===== config.mk =====
export PLATFORM = sky130hd
export DESIGN_NAME = scan_polar_to_cartesian_core
export DESIGN_NICKNAME = d
export VERILOG_FILES = /design/src/rtl/sp2c_pkg.sv /design/src/rtl/sp2c_fifo.sv /design/src/rtl/sp2c_front.sv /design/src/rtl/sp2c_back.sv /design/src/rtl/scan_polar_to_cartesian_core.sv
export VERILOG_INCLUDE_DIRS = /design/src /design/src/rtl
export SDC_FILE = /design/constraint.sdc
export NUM_CORES = 2
export LEC_CHECK = 0
export ABC_AREA = 1
export BUFFER_PORTS_ARGS = -buffer_cell sky130_fd_sc_hd__buf_2
export CAP_MARGIN = 20
export CORE_MARGIN = 8
export CORE_UTILIZATION = 35
export DETAILED_ROUTE_END_ITERATION = 7
export GPL_ROUTABILITY_DRIVEN = 0
export HOLD_SLACK_MARGIN = 0.12
export PLACE_DENSITY_LB_ADDON = 0.25
export SKIP_CTS_REPAIR_TIMING = 1
export SYNTH_ARGS = -nofsm -noshare
export SYNTH_HDL_FRONTEND = slang
export SYNTH_SLANG_ARGS = --single-unit

===== constraint.sdc =====
create_clock -name clk -period 9 [get_ports clk]
set_clock_uncertainty 0.05 [all_clocks]
set_input_delay 0.45 -clock clk [delete_from_list [all_inputs] [get_ports clk]]
set_output_delay 0.45 -clock clk [all_outputs]
set_load 0.02 [all_outputs]

===== src/rtl/assert_macros.svh =====
// Assertion helpers for the scan converter.
// Expects clk and rst_n in the scope of each use.
`ifndef ASSERT_MACROS_SVH
`define ASSERT_MACROS_SVH

// Same-cycle implication, disabled during reset
`define SP2C_ASSERT_SAME(label, ante, cons, msg) \
    label: assert property (@(posedge clk) disable iff (!rst_n) (ante) |-> (cons)) \
        else $error(msg);

// Next-cycle implication, disabled during reset
`define SP2C_ASSERT_NEXT(label, ante, cons, msg) \
    label: assert property (@(posedge clk) disable iff (!rst_n) (ante) |=> (cons)) \
        else $error(msg);

`endif


===== src/rtl/sp2c_pkg.sv =====
// Shared types and constants for the scan polar-to-cartesian converter.
// No dependencies; used by every module of the block but sp2c_fifo.
package sp2c_pkg;

    localparam int RANGE_W    = 20;
    localparam int POS_W      = 26;
    localparam int ANG_W      = 16;
    localparam int OFS_W      = 24;
    localparam int PTS_W      = 13;
    localparam int CFG_IDX_W  = 3;
    localparam int CFG_DATA_W = 24;
    localparam int SPAN_W     = 16;
    localparam int PROD_W     = PTS_W + SPAN_W;
    localparam int QUO_W      = 32;
    localparam int ZACC_W     = 34;
    localparam int Z_W        = 31;
    localparam int XY_W       = 32;
    localparam int ATAN_W     = 28;
    localparam int SC_W       = 23;

    // one full turn is 23040 * 2^16 angle units
    localparam logic [ZACC_W-1:0] MODV_U    = 34'd1509949440;
    localparam logic [35:0]       MODV3     = 36'd4529848320;
    localparam logic signed [31:0] MODV_S    = 32'sd1509949440;
    localparam logic signed [31:0] HALF_S    = 32'sd754974720;
    localparam logic signed [31:0] QUARTER_S = 32'sd377487360;
    localparam logic [29:0]       GAIN_Q30  = 30'd652032875;

    typedef enum logic [CFG_IDX_W-1:0] {
        CFG_ANGLE_MIN = 3'd0,
        CFG_ANGLE_MAX = 3'd1,
        CFG_MOUNT_YAW = 3'd2,
        CFG_MOUNT_X   = 3'd3,
        CFG_MOUNT_Y   = 3'd4,
        CFG_POINTS    = 3'd5
    } sp2c_cfg_idx_t;

    typedef struct packed {
        logic signed [ANG_W-1:0] angle_min;
        logic signed [ANG_W-1:0] angle_max;
        logic signed [ANG_W-1:0] mount_yaw;
        logic signed [OFS_W-1:0] mount_x;
        logic signed [OFS_W-1:0] mount_y;
        logic [PTS_W-1:0]        points_per_scan;
    } sp2c_cfg_t;

    typedef struct packed {
        logic [RANGE_W-1:0]    range_value;
        logic signed [Z_W-1:0] angle;
        logic                  flip;
        logic                  span_error;
        logic                  last_of_scan;
    } sp2c_work_t;

    typedef struct packed {
        logic signed [POS_W-1:0] pos_x;
        logic signed [POS_W-1:0] pos_y;
        logic                    span_error;
        logic                    last_of_scan;
    } sp2c_result_t;

    typedef enum logic [2:0] {
        FR_IDLE,
        FR_MUL,
        FR_DIV,
        FR_ZINIT,
        FR_MOD,
        FR_FOLD,
        FR_PUSH
    } sp2c_front_state_t;

    typedef enum logic [2:0] {
        BK_IDLE,
        BK_ROT,
        BK_MULX,
        BK_MULY,
        BK_SCALE,
        BK_ADD,
        BK_PUSH
    } sp2c_back_state_t;

    // rounded arctangent of 2^-i in degrees * 2^22
    function automatic logic [ATAN_W-1:0] atan_val(input logic [4:0] i);
        logic [ATAN_W-1:0] v;
        case (i)
            5'd0:    v = 28'd188743680;
            5'd1:    v = 28'd111421900;
            5'd2:    v = 28'd58872272;
            5'd3:    v = 28'd29884485;
            5'd4:    v = 28'd15000233;
            5'd5:    v = 28'd7507429;
            5'd6:    v = 28'd3754631;
            5'd7:    v = 28'd1877430;
            5'd8:    v = 28'd938729;
            5'd9:    v = 28'd469366;
            5'd10:   v = 28'd234683;
            5'd11:   v = 28'd117342;
            5'd12:   v = 28'd58671;
            5'd13:   v = 28'd29335;
            5'd14:   v = 28'd14668;
            5'd15:   v = 28'd7334;
            5'd16:   v = 28'd3667;
            5'd17:   v = 28'd1833;
            5'd18:   v = 28'd917;
            5'd19:   v = 28'd458;
            5'd20:   v = 28'd229;
            5'd21:   v = 28'd115;
            5'd22:   v = 28'd57;
            5'd23:   v = 28'd29;
            5'd24:   v = 28'd14;
            5'd25:   v = 28'd7;
            5'd26:   v = 28'd4;
            5'd27:   v = 28'd2;
            5'd28:   v = 28'd1;
            default: v = 28'd0;
        endcase
        return v;
    endfunction

endpackage


===== src/rtl/sp2c_fifo.sv =====
// Small register-based FIFO used between the stages of the converter.
// No package dependency; width and depth come from parameters.
module sp2c_fifo #(
    parameter int W     = 8,
    parameter int DEPTH = 2
) (
    input  logic         clk,
    input  logic         rst_n,
    input  logic         push,
    output logic         full,
    input  logic [W-1:0] wdata,
    input  logic         pop,
    output logic         empty,
    output logic [W-1:0] rdata
);

    localparam int AW = $clog2(DEPTH);

    logic [W-1:0]  slot_reg [DEPTH];
    logic [AW-1:0] wr_ptr_reg;
    logic [AW-1:0] rd_ptr_reg;
    logic [AW:0]   count_reg;
    logic          do_push;
    logic          do_pop;

    assign full    = (count_reg == (AW+1)'(DEPTH));
    assign empty   = (count_reg == '0);
    assign do_push = push && !full;
    assign do_pop  = pop && !empty;
    assign rdata   = slot_reg[rd_ptr_reg];

    always_ff @(posedge clk or negedge rst_n)
    begin
        if (!rst_n)
        begin
            wr_ptr_reg <= '0;
            rd_ptr_reg <= '0;
            count_reg  <= '0;
        end
        else
        begin
            if (do_push)
            begin
                wr_ptr_reg <= (wr_ptr_reg == AW'(DEPTH - 1)) ? '0 : wr_ptr_reg + 1'b1;
            end
            if (do_pop)
            begin
                rd_ptr_reg <= (rd_ptr_reg == AW'(DEPTH - 1)) ? '0 : rd_ptr_reg + 1'b1;
            end
            if (do_push && !do_pop)
            begin
                count_reg <= count_reg + 1'b1;
            end
            else if (do_pop && !do_push)
            begin
                count_reg <= count_reg - 1'b1;
            end
        end
    end

    always_ff @(posedge clk)
    begin
        if (do_push)
        begin
            slot_reg[wr_ptr_reg] <= wdata;
        end
    end

endmodule


===== src/rtl/sp2c_front.sv =====
// Front end: takes range samples, tracks the point index and works out the
// folded rotation angle. Depends on sp2c_pkg.
module sp2c_front #(
    parameter int MAX_POINTS = 4096
) (
    input  logic                            clk,
    input  logic                            rst_n,
    input  sp2c_pkg::sp2c_cfg_t             cfg,
    input  logic                            in_push,
    output logic                            in_full,
    input  logic [sp2c_pkg::RANGE_W-1:0]    range_value,
    input  logic                            first_point,
    output logic                            work_push,
    input  logic                            work_full,
    output sp2c_pkg::sp2c_work_t            work
);

    localparam int IDX_W    = (MAX_POINTS > 2) ? $clog2(MAX_POINTS) : 1;
    localparam int PW       = sp2c_pkg::PTS_W;
    localparam int ANG_W_P1 = sp2c_pkg::ANG_W + 1;

    sp2c_pkg::sp2c_front_state_t state_reg, state_next;

    logic [IDX_W-1:0]                 point_index_reg;
    logic [3:0]                       step_reg;
    logic [sp2c_pkg::RANGE_W-1:0]     range_reg;
    logic [PW-1:0]                    idx_reg;
    logic [PW-1:0]                    n_reg;
    logic [sp2c_pkg::SPAN_W-1:0]      span_reg;
    logic                             last_reg;
    logic                             err_reg;
    logic [PW-1:0]                    rem_reg;
    logic [sp2c_pkg::QUO_W-1:0]       quo_reg;
    logic [sp2c_pkg::ZACC_W-1:0]      zacc_reg;
    logic signed [sp2c_pkg::Z_W-1:0]  angle_reg;
    logic                             flip_reg;

    logic                             accept;
    logic [PW-1:0]                    n_eff;
    logic [PW-1:0]                    idx_cur;
    logic [PW-1:0]                    idx_use;
    logic [PW:0]                      idx_inc;
    logic [PW-1:0]                    idx_wrap;
    logic                             err_c;
    logic [ANG_W_P1-1:0]              span_c;
    logic [sp2c_pkg::PROD_W-1:0]      prod_c;
    logic [PW:0]                      r1;
    logic                             ge1;
    logic [PW-1:0]                    r1s;
    logic [PW:0]                      r2;
    logic                             ge2;
    logic [PW-1:0]                    r2s;
    logic [sp2c_pkg::ZACC_W-1:0]      mod_sub;
    logic signed [sp2c_pkg::ANG_W:0]  base_c;
    logic signed [35:0]               zsum_c;
    logic signed [31:0]               zs_c;
    logic signed [31:0]               zf_c;
    logic                             flip_c;

    // effective points per scan: zero means one, large values saturate
    always_comb
    begin
        if (cfg.points_per_scan == '0)
        begin
            n_eff = PW'(1);
        end
        else if (32'(cfg.points_per_scan) > MAX_POINTS)
        begin
            n_eff = PW'(MAX_POINTS);
        end
        else
        begin
            n_eff = cfg.points_per_scan;
        end
    end

    assign idx_cur  = PW'(point_index_reg);
    assign idx_use  = (first_point || idx_cur >= n_eff) ? '0 : idx_cur;
    assign idx_inc  = {1'b0, idx_use} + 1'b1;
    assign idx_wrap = (idx_inc >= {1'b0, n_eff}) ? '0 : idx_inc[PW-1:0];
    assign err_c    = $signed(cfg.angle_max) < $signed(cfg.angle_min);
    assign span_c   = {cfg.angle_max[sp2c_pkg::ANG_W-1], cfg.angle_max}
                    - {cfg.angle_min[sp2c_pkg::ANG_W-1], cfg.angle_min};
    assign accept   = in_push && (state_reg == sp2c_pkg::FR_IDLE);
    assign prod_c   = idx_reg * span_reg;

    // two quotient bits per cycle, restoring
    assign r1  = {rem_reg, quo_reg[sp2c_pkg::QUO_W-1]};
    assign ge1 = r1 >= {1'b0, n_reg};
    assign r1s = ge1 ? PW'(r1 - {1'b0, n_reg}) : PW'(r1);
    assign r2  = {r1s, quo_reg[sp2c_pkg::QUO_W-2]};
    assign ge2 = r2 >= {1'b0, n_reg};
    assign r2s = ge2 ? PW'(r2 - {1'b0, n_reg}) : PW'(r2);

    // offset by three turns keeps the angle sum non-negative
    assign base_c  = {cfg.angle_min[sp2c_pkg::ANG_W-1], cfg.angle_min}
                   + {cfg.mount_yaw[sp2c_pkg::ANG_W-1], cfg.mount_yaw};
    assign zsum_c  = $signed({{3{base_c[sp2c_pkg::ANG_W]}}, base_c, 16'b0})
                   + $signed({4'b0, quo_reg})
                   + $signed(sp2c_pkg::MODV3);
    assign mod_sub = sp2c_pkg::MODV_U << step_reg[1:0];

    // fold into [-90, 90] degrees, flipping the sign of both coordinates
    always_comb
    begin
        zs_c   = $signed({1'b0, zacc_reg[30:0]});
        if (zs_c >= sp2c_pkg::HALF_S)
        begin
            zs_c = zs_c - sp2c_pkg::MODV_S;
        end
        zf_c   = zs_c;
        flip_c = 1'b0;
        if (zs_c > sp2c_pkg::QUARTER_S)
        begin
            zf_c   = zs_c - sp2c_pkg::HALF_S;
            flip_c = 1'b1;
        end
        else if (zs_c < -sp2c_pkg::QUARTER_S)
        begin
            zf_c   = zs_c + sp2c_pkg::HALF_S;
            flip_c = 1'b1;
        end
    end

    always_comb
    begin
        state_next = state_reg;
        case (state_reg)
            sp2c_pkg::FR_IDLE:
            begin
                if (in_push)
                begin
                    state_next = err_c ? sp2c_pkg::FR_PUSH : sp2c_pkg::FR_MUL;
                end
            end
            sp2c_pkg::FR_MUL:   state_next = sp2c_pkg::FR_DIV;
            sp2c_pkg::FR_DIV:
            begin
                if (step_reg == 4'd15)
                begin
                    state_next = sp2c_pkg::FR_ZINIT;
                end
            end
            sp2c_pkg::FR_ZINIT: state_next = sp2c_pkg::FR_MOD;
            sp2c_pkg::FR_MOD:
            begin
                if (step_reg[1:0] == 2'd0)
                begin
                    state_next = sp2c_pkg::FR_FOLD;
                end
            end
            sp2c_pkg::FR_FOLD:  state_next = sp2c_pkg::FR_PUSH;
            sp2c_pkg::FR_PUSH:
            begin
                if (!work_full)
                begin
                    state_next = sp2c_pkg::FR_IDLE;
                end
            end
            default:            state_next = sp2c_pkg::FR_IDLE;
        endcase
    end

    always_comb
    begin
        in_full   = (state_reg != sp2c_pkg::FR_IDLE);
        work_push = (state_reg == sp2c_pkg::FR_PUSH);
        work      = '{range_value:  range_reg,
                      angle:        angle_reg,
                      flip:         flip_reg,
                      span_error:   err_reg,
                      last_of_scan: last_reg};
    end

    always_ff @(posedge clk or negedge rst_n)
    begin
        if (!rst_n)
        begin
            state_reg       <= sp2c_pkg::FR_IDLE;
            point_index_reg <= '0;
            step_reg        <= '0;
        end
        else
        begin
            state_reg <= state_next;
            if (accept)
            begin
                point_index_reg <= IDX_W'(idx_wrap);
            end
            case (state_reg)
                sp2c_pkg::FR_MUL:   step_reg <= '0;
                sp2c_pkg::FR_DIV:   step_reg <= step_reg + 1'b1;
                sp2c_pkg::FR_ZINIT: step_reg <= 4'd3;
                sp2c_pkg::FR_MOD:   step_reg <= step_reg - 1'b1;
                default:            step_reg <= step_reg;
            endcase
        end
    end

    always_ff @(posedge clk)
    begin
        case (state_reg)
            sp2c_pkg::FR_IDLE:
            begin
                if (accept)
                begin
                    range_reg <= range_value;
                    idx_reg   <= idx_use;
                    n_reg     <= n_eff;
                    span_reg  <= span_c[sp2c_pkg::SPAN_W-1:0];
                    last_reg  <= (idx_use == n_eff - 1'b1);
                    err_reg   <= err_c;
                end
            end
            sp2c_pkg::FR_MUL:
            begin
                rem_reg <= prod_c[sp2c_pkg::PROD_W-1:16];
                quo_reg <= {prod_c[15:0], 16'b0};
            end
            sp2c_pkg::FR_DIV:
            begin
                rem_reg <= r2s;
                quo_reg <= {quo_reg[sp2c_pkg::QUO_W-3:0], ge1, ge2};
            end
            sp2c_pkg::FR_ZINIT:
            begin
                zacc_reg <= zsum_c[sp2c_pkg::ZACC_W-1:0];
            end
            sp2c_pkg::FR_MOD:
            begin
                if (zacc_reg >= mod_sub)
                begin
                    zacc_reg <= zacc_reg - mod_sub;
                end
            end
            sp2c_pkg::FR_FOLD:
            begin
                angle_reg <= zf_c[sp2c_pkg::Z_W-1:0];
                flip_reg  <= flip_c;
            end
            default:
            begin
            end
        endcase
    end

endmodule


===== src/rtl/sp2c_back.sv =====
// Back end: iterative CORDIC rotation, gain scaling and mount offset.
// Depends on sp2c_pkg.
module sp2c_back #(
    parameter int CORDIC_STAGES = 18
) (
    input  logic                   clk,
    input  logic                   rst_n,
    input  sp2c_pkg::sp2c_cfg_t    cfg,
    input  logic                   work_empty,
    output logic                   work_pop,
    input  sp2c_pkg::sp2c_work_t   work,
    output logic                   res_push,
    input  logic                   res_full,
    output sp2c_pkg::sp2c_result_t res
);

    localparam int STG_W = $clog2(CORDIC_STAGES);
    localparam int XW    = sp2c_pkg::XY_W;
    localparam int SW    = sp2c_pkg::SC_W;
    localparam int PRW   = 63;
    localparam logic signed [PRW-1:0] ROUND_HALF = 63'sh80_0000_0000;

    sp2c_pkg::sp2c_back_state_t state_reg, state_next;

    logic [STG_W-1:0]                    cnt_reg;
    logic signed [XW-1:0]                x_reg;
    logic signed [XW-1:0]                y_reg;
    logic signed [sp2c_pkg::Z_W-1:0]     z_reg;
    logic                                flip_reg;
    logic                                err_reg;
    logic                                last_reg;
    logic signed [PRW-1:0]               prod_reg;
    logic signed [SW-1:0]                rx_reg;
    logic signed [SW-1:0]                ry_reg;
    logic signed [sp2c_pkg::POS_W-1:0]   pos_x_reg;
    logic signed [sp2c_pkg::POS_W-1:0]   pos_y_reg;

    logic signed [XW-1:0]                dx_c;
    logic signed [XW-1:0]                dy_c;
    logic signed [sp2c_pkg::Z_W-1:0]     at_c;
    logic signed [XW-1:0]                mul_a;
    logic signed [PRW-1:0]               prod_c;
    logic signed [PRW-1:0]               rnd_c;
    logic signed [sp2c_pkg::POS_W-1:0]   rx_ext;
    logic signed [sp2c_pkg::POS_W-1:0]   ry_ext;
    logic signed [sp2c_pkg::POS_W-1:0]   sx_c;
    logic signed [sp2c_pkg::POS_W-1:0]   sy_c;

    assign dx_c   = y_reg >>> cnt_reg;
    assign dy_c   = x_reg >>> cnt_reg;
    assign at_c   = $signed({3'b0, sp2c_pkg::atan_val(5'(cnt_reg))});
    assign mul_a  = (state_reg == sp2c_pkg::BK_MULX) ? x_reg : y_reg;
    assign prod_c = mul_a * $signed({1'b0, sp2c_pkg::GAIN_Q30});
    assign rnd_c  = prod_reg + ROUND_HALF;
    assign rx_ext = {{(sp2c_pkg::POS_W - SW){rx_reg[SW-1]}}, rx_reg};
    assign ry_ext = {{(sp2c_pkg::POS_W - SW){ry_reg[SW-1]}}, ry_reg};
    assign sx_c   = flip_reg ? -rx_ext : rx_ext;
    assign sy_c   = flip_reg ? -ry_ext : ry_ext;

    always_comb
    begin
        state_next = state_reg;
        case (state_reg)
            sp2c_pkg::BK_IDLE:
            begin
                if (!work_empty)
                begin
                    state_next = work.span_error ? sp2c_pkg::BK_PUSH : sp2c_pkg::BK_ROT;
                end
            end
            sp2c_pkg::BK_ROT:
            begin
                if (cnt_reg == STG_W'(CORDIC_STAGES - 1))
                begin
                    state_next = sp2c_pkg::BK_MULX;
                end
            end
            sp2c_pkg::BK_MULX:  state_next = sp2c_pkg::BK_MULY;
            sp2c_pkg::BK_MULY:  state_next = sp2c_pkg::BK_SCALE;
            sp2c_pkg::BK_SCALE: state_next = sp2c_pkg::BK_ADD;
            sp2c_pkg::BK_ADD:   state_next = sp2c_pkg::BK_PUSH;
            sp2c_pkg::BK_PUSH:
            begin
                if (!res_full)
                begin
                    state_next = sp2c_pkg::BK_IDLE;
                end
            end
            default:            state_next = sp2c_pkg::BK_IDLE;
        endcase
    end

    always_comb
    begin
        work_pop = (state_reg == sp2c_pkg::BK_IDLE) && !work_empty;
        res_push = (state_reg == sp2c_pkg::BK_PUSH);
        res      = '{pos_x:        pos_x_reg,
                     pos_y:        pos_y_reg,
                     span_error:   err_reg,
                     last_of_scan: last_reg};
    end

    always_ff @(posedge clk or negedge rst_n)
    begin
        if (!rst_n)
        begin
            state_reg <= sp2c_pkg::BK_IDLE;
            cnt_reg   <= '0;
        end
        else
        begin
            state_reg <= state_next;
            if (state_reg == sp2c_pkg::BK_ROT)
            begin
                cnt_reg <= cnt_reg + 1'b1;
            end
            else
            begin
                cnt_reg <= '0;
            end
        end
    end

    always_ff @(posedge clk)
    begin
        case (state_reg)
            sp2c_pkg::BK_IDLE:
            begin
                if (!work_empty)
                begin
                    x_reg     <= $signed({2'b0, work.range_value, 10'b0});
                    y_reg     <= '0;
                    z_reg     <= work.angle;
                    flip_reg  <= work.flip;
                    err_reg   <= work.span_error;
                    last_reg  <= work.last_of_scan;
                    pos_x_reg <= '0;
                    pos_y_reg <= '0;
                end
            end
            sp2c_pkg::BK_ROT:
            begin
                if (z_reg >= 0)
                begin
                    x_reg <= x_reg - dx_c;
                    y_reg <= y_reg + dy_c;
                    z_reg <= z_reg - at_c;
                end
                else
                begin
                    x_reg <= x_reg + dx_c;
                    y_reg <= y_reg - dy_c;
                    z_reg <= z_reg + at_c;
                end
            end
            sp2c_pkg::BK_MULX:
            begin
                prod_reg <= prod_c;
            end
            sp2c_pkg::BK_MULY:
            begin
                prod_reg <= prod_c;
                rx_reg   <= rnd_c[PRW-1:40];
            end
            sp2c_pkg::BK_SCALE:
            begin
                ry_reg <= rnd_c[PRW-1:40];
            end
            sp2c_pkg::BK_ADD:
            begin
                pos_x_reg <= sx_c + {{2{cfg.mount_x[sp2c_pkg::OFS_W-1]}}, cfg.mount_x};
                pos_y_reg <= sy_c + {{2{cfg.mount_y[sp2c_pkg::OFS_W-1]}}, cfg.mount_y};
            end
            default:
            begin
            end
        endcase
    end

endmodule


===== src/rtl/scan_polar_to_cartesian_core.sv =====
// Top level of the scan polar-to-cartesian converter: configuration
// registers, front end, work queue, CORDIC back end and result queue.
// Depends on sp2c_pkg, sp2c_front, sp2c_fifo, sp2c_back, assert_macros.svh.
//
// Usage:
//  - Input queue: a transaction on range_value/first_point completes when push
//    is high and full is low. full then stays high through the index
//    multiply, radix-4 divider, turn setup, 4-step turn reduction, fold and
//    work queue write, only through the write for a reversed span, and
//    longer while the work queue is full.
//  - Result queue: while empty is low the oldest result is on pos_x, pos_y,
//    span_error, last_of_scan; pop takes it.
//  - Back end: each sample goes through load, CORDIC_STAGES rotations (one per
//    cycle), two gain multiplies, rounding, offset add and result queue write.
//  - The front end takes a new sample only once the last one is in the work
//    queue, so it works on one sample while the back end works on another.
//  - Two-entry queues between the halves and at the output absorb pop stalls.
//  - Configuration: cfg_valid/cfg_ready with cfg_index and cfg_data; ready
//    is always high. Write only while the block holds no work.
//  - Reset clears the index, queues and registers; points per scan is one.
`include "assert_macros.svh"

module scan_polar_to_cartesian_core #(
    parameter int MAX_POINTS    = 4096,
    parameter int CORDIC_STAGES = 18
) (
    input  logic                                clk,
    input  logic                                rst_n,
    input  logic                                push,
    output logic                                full,
    input  logic [sp2c_pkg::RANGE_W-1:0]        range_value,
    input  logic                                first_point,
    output logic                                empty,
    input  logic                                pop,
    output logic signed [sp2c_pkg::POS_W-1:0]   pos_x,
    output logic signed [sp2c_pkg::POS_W-1:0]   pos_y,
    output logic                                span_error,
    output logic                                last_of_scan,
    input  logic                                cfg_valid,
    output logic                                cfg_ready,
    input  logic [sp2c_pkg::CFG_IDX_W-1:0]      cfg_index,
    input  logic [sp2c_pkg::CFG_DATA_W-1:0]     cfg_data
);

    localparam int WORK_W = $bits(sp2c_pkg::sp2c_work_t);
    localparam int RES_W  = $bits(sp2c_pkg::sp2c_result_t);

    sp2c_pkg::sp2c_cfg_t    cfg_reg;
    sp2c_pkg::sp2c_work_t   work_in;
    sp2c_pkg::sp2c_work_t   work_out;
    sp2c_pkg::sp2c_result_t res_in;
    sp2c_pkg::sp2c_result_t res_out;

    logic work_push;
    logic work_full;
    logic work_pop;
    logic work_empty;
    logic res_push;
    logic res_full;

    assign cfg_ready = 1'b1;

    always_ff @(posedge clk or negedge rst_n)
    begin
        if (!rst_n)
        begin
            cfg_reg.angle_min       <= '0;
            cfg_reg.angle_max       <= '0;
            cfg_reg.mount_yaw       <= '0;
            cfg_reg.mount_x         <= '0;
            cfg_reg.mount_y         <= '0;
            cfg_reg.points_per_scan <= sp2c_pkg::PTS_W'(1);
        end
        else if (cfg_valid && cfg_ready)
        begin
            case (cfg_index)
                sp2c_pkg::CFG_ANGLE_MIN: cfg_reg.angle_min <= cfg_data[sp2c_pkg::ANG_W-1:0];
                sp2c_pkg::CFG_ANGLE_MAX: cfg_reg.angle_max <= cfg_data[sp2c_pkg::ANG_W-1:0];
                sp2c_pkg::CFG_MOUNT_YAW: cfg_reg.mount_yaw <= cfg_data[sp2c_pkg::ANG_W-1:0];
                sp2c_pkg::CFG_MOUNT_X:   cfg_reg.mount_x   <= cfg_data[sp2c_pkg::OFS_W-1:0];
                sp2c_pkg::CFG_MOUNT_Y:   cfg_reg.mount_y   <= cfg_data[sp2c_pkg::OFS_W-1:0];
                sp2c_pkg::CFG_POINTS:
                begin
                    cfg_reg.points_per_scan <= cfg_data[sp2c_pkg::PTS_W-1:0];
                end
                default:
                begin
                end
            endcase
        end
    end

    sp2c_front #(
        .MAX_POINTS (MAX_POINTS)
    ) u_front (
        .clk         (clk),
        .rst_n       (rst_n),
        .cfg         (cfg_reg),
        .in_push     (push),
        .in_full     (full),
        .range_value (range_value),
        .first_point (first_point),
        .work_push   (work_push),
        .work_full   (work_full),
        .work        (work_in)
    );

    sp2c_fifo #(
        .W     (WORK_W),
        .DEPTH (2)
    ) u_work_q (
        .clk   (clk),
        .rst_n (rst_n),
        .push  (work_push),
        .full  (work_full),
        .wdata (work_in),
        .pop   (work_pop),
        .empty (work_empty),
        .rdata (work_out)
    );

    sp2c_back #(
        .CORDIC_STAGES (CORDIC_STAGES)
    ) u_back (
        .clk        (clk),
        .rst_n      (rst_n),
        .cfg        (cfg_reg),
        .work_empty (work_empty),
        .work_pop   (work_pop),
        .work       (work_out),
        .res_push   (res_push),
        .res_full   (res_full),
        .res        (res_in)
    );

    sp2c_fifo #(
        .W     (RES_W),
        .DEPTH (2)
    ) u_res_q (
        .clk   (clk),
        .rst_n (rst_n),
        .push  (res_push),
        .full  (res_full),
        .wdata (res_in),
        .pop   (pop),
        .empty (empty),
        .rdata (res_out)
    );

    assign pos_x        = res_out.pos_x;
    assign pos_y        = res_out.pos_y;
    assign span_error   = res_out.span_error;
    assign last_of_scan = res_out.last_of_scan;

    `SP2C_ASSERT_SAME(a_err_zero_xy, !empty && span_error, pos_x == '0 && pos_y == '0, "span error result with nonzero coordinates")
    `SP2C_ASSERT_NEXT(a_busy_after_accept, push && !full, full, "front end not busy after transaction")
    `SP2C_ASSERT_SAME(a_no_pop_empty, work_pop, !work_empty, "back end popped empty work queue")
    `SP2C_ASSERT_NEXT(a_hold_result, res_push && res_full, res_push, "back end dropped a stalled result")

endmodule


==> metrics.yaml <==
die:
  rows: 170
  die_area_sq_mm: 0.2300
  io_pins: 110
  coreArea_sq_mm: 0.2142
  die-height_microns: 479.6
  initial_core_util_pct: 35.12
  die_w_microns: 479.6
run_status:
  status: "complete, no violations"
clock_network:
  root_buffer: "clkbuf_16"
  cts_tree: "done"
  clkLatencyLatePin_ps: 720
  clkSinkCount: 754
  path_clk_slew_ps: 60
  cts_inserted_buffers: 87
  htreeDepth: 3
  cts_buffer_depth: 3
timing:
  fin_crit_ps: 8511
  fin_ws_ps: 489.3
  final_hold_viol_count: 0
  fin_setup_tns_ps: 0
  timing.fmax_ghz: 0.1175
  rsz0062_at_grt: "false"
  finalSetupViolCount: 0
  slew_viol_final: 0
  slew_headroom_pct: 31.68
  tightest_slew_ps: 1014
  post-route-period-util_pct: 94.56
routing:
  dr.pass1.iters: 6
  vias_per_cell: 5.139
  drcViolationCount: 0
  routed_wirelength_microns: 234900
  wl_per_cell_microns: 19.40
  drtIter0Drc: 5779
  drtAntennaViolNets: 0
  vias: 62220
grt:
  grt_pass1_vias: 61030
  grt_pass1_wl_microns: 360000
  grt_usage_pct: 19.88
  antenna_found_initial: 12
  grt-ovfl-total: 0
  grt_max_degree: 69
placement:
  post_dp_cell_area_sq_mm: 0.07908
  io_buffers: 108
  dp_hpwl_microns: 190400
  dp_slack_ps: 283.9
logic_synthesis:
  ys_types: 64
  dominantRegCellSynth: "edfxtp_1"
  synth_common_cells: "nand2_1, inv_1, ha_1"
  ys_warn_count: 0
  synth-edff-count: 610
  yosysTopAreaCellShare_pct: 24.35
  synth.net_count: 10490
  synth.cell_area_sq_mm: 0.07522
  seq_area_frac_synth_pct: 29.15
  synth_most_common_cell: "nand2_1"
  synth_area_leader_cell: "edfxtp_1"
  syn_area_per_cell_sq_um: 8.257
  ys_seq_elements: 754
  syn_inst: 9109
  synth_area_leaders: "edfxtp_1, fa_1, ha_1"
  async_flop_share_pct: 19.10
worst_setup_path:
  cp.buffers_inverters: 8
  r2r.worst_path.cells: 34
  crit_start: "u_back.state_reg[1]$_DFFE_PN0P_"
  start_kind: "register"
  crit_fanout: 16
  max_stage_delay_ps: 540
  crit_path_frequent_cell: "inv_1"
  cp.arrival_ps: 8950
  worst-path-stages: 34
  ff2ff_setup_slack_ps: 490
  cp-end-kind: "register"
  cp_data_required_time_ps: 9440
  cp-endpoint: "u_back.prod_reg[62]$_DFFE_PP_"
  slowest_stage: "fa_1"
  r2r-end: "u_back.prod_reg[62]$_DFFE_PP_"
  path_delay_family: "adder cells"
  crit_type: "reg2reg"
  rr_startpoint: "u_back.state_reg[1]$_DFFE_PN0P_"
final_layout:
  finalInstanceArea_sq_mm: 0.08252
  area_delta_synth_final_pct: 9.710
  final_nets: 10570
  largest_reg_flops: 109
  drive_gt1_share_pct: 4.901
job:
  cap_violations: 0
min_path:
  hp-class: "in2reg"
[worst min-delay path, delay by kind of cell]
family	cells	cell delay [ps]
compound gates	1	210
buf+inv	2	240
[per-layer routing]
layer | vias to the layer above | wire (microns) | part of all wire, % | track usage [%]
met5 | - | 31 | 0.013 | 0
met4 | 4 | 10020 | 4.3 | 7.887
met3 | 429 | 15400 | 6.6 | 2.948
met2 | 2077 | 104200 | 44 | 31.44
met1 | 30050 | 105300 | 45 | 27.42
li1 | 29660 | - | - | -
[through the flow]
step                      instances  utilization (%)  hold slack, ps
after floorplan                9109                -           104.4
after global placement        11910            36.90           295.3
after detailed placement      11910            36.92           307.0
after CTS                     12070            38.35          -542.4
after global routing          12110            38.52           130.0
final                         12110            38.53           152.2
[final cells by class]
cell class / count / area (sq um)
Clock inverter: 63 / 860.8
Timing Repair Buffer: 218 / 1508
Fill cell: 21740 / 131700
Multi-Input combinational cell: 6531 / 46430
Sequential cell: 754 / 21930
Tap cell: 2838 / 3551
Clock buffer: 96 / 2211
Antenna cell: 6 / 15.01
Inverter: 1601 / 6013
[how the worst min path moves through the flow]
stage / startpoint / endpoint / cells past startpoint / slack [ps]
after floorplan: rst_n / cfg_reg[100]$_DFFE_PN0P_ / 0 / 100
after global placement: rst_n / u_front.point_index_reg[10]$_DFFE_PN0P_ / 1 / 300
after detailed placement: rst_n / u_front.point_index_reg[10]$_DFFE_PN0P_ / 1 / 310
after CTS: rst_n / u_front.point_index_reg[10]$_DFFE_PN0P_ / 1 / -540
after global routing: cfg_data[9] / cfg_reg[46]$_DFFE_PN0P_ / 3 / 130
final: cfg_data[9] / cfg_reg[46]$_DFFE_PN0P_ / 3 / 150
[cells in the final DEF, fill, tap and decap left out, types with 8 or more instances in the layout]
master and instances:
o21ai_1 38, a221oi_1 12, buf_4 74, ha_1 750, o21a_1 44, dlygate4sd3_1 31, inv_1 1577, clkinv_1 17
nor2_4 11, nor2_2 26, or2_2 38, o211ai_1 30, buf_2 107, nor2_1 533, inv_2 20, nand2_1 2116
o21ai_0 500, dfrtp_1 138, o21bai_1 29, a21boi_0 13, a31oi_1 54, fa_1 577, clkinv_2 11, clkbuf_16 87
nand3_1 495, o22ai_1 13, a21oi_1 509, xor2_1 299, bufinv_16 14, o31ai_1 13, clkinvlp_4 8, nor4_1 36
o221ai_1 8, edfxtp_1 610, xnor2_1 136, nand4_1 64, a21o_1 43, nor3_1 67, o21ai_2 8, clkbuf_1 9
[logic make-up after synthesis]
logic type	synth area share [%]
buffers and inverters	9.284
AOI/OAI and AO/OA	9.963
other	0.004986
adders and majority gates	27.83
xor gates and xnor gates	5.065
DFF	29.15
and+or+nand+nor	18.70
Power is not shown: default switching activity piles up to over one toggle a cycle in this logic, so the estimate is an artifact.
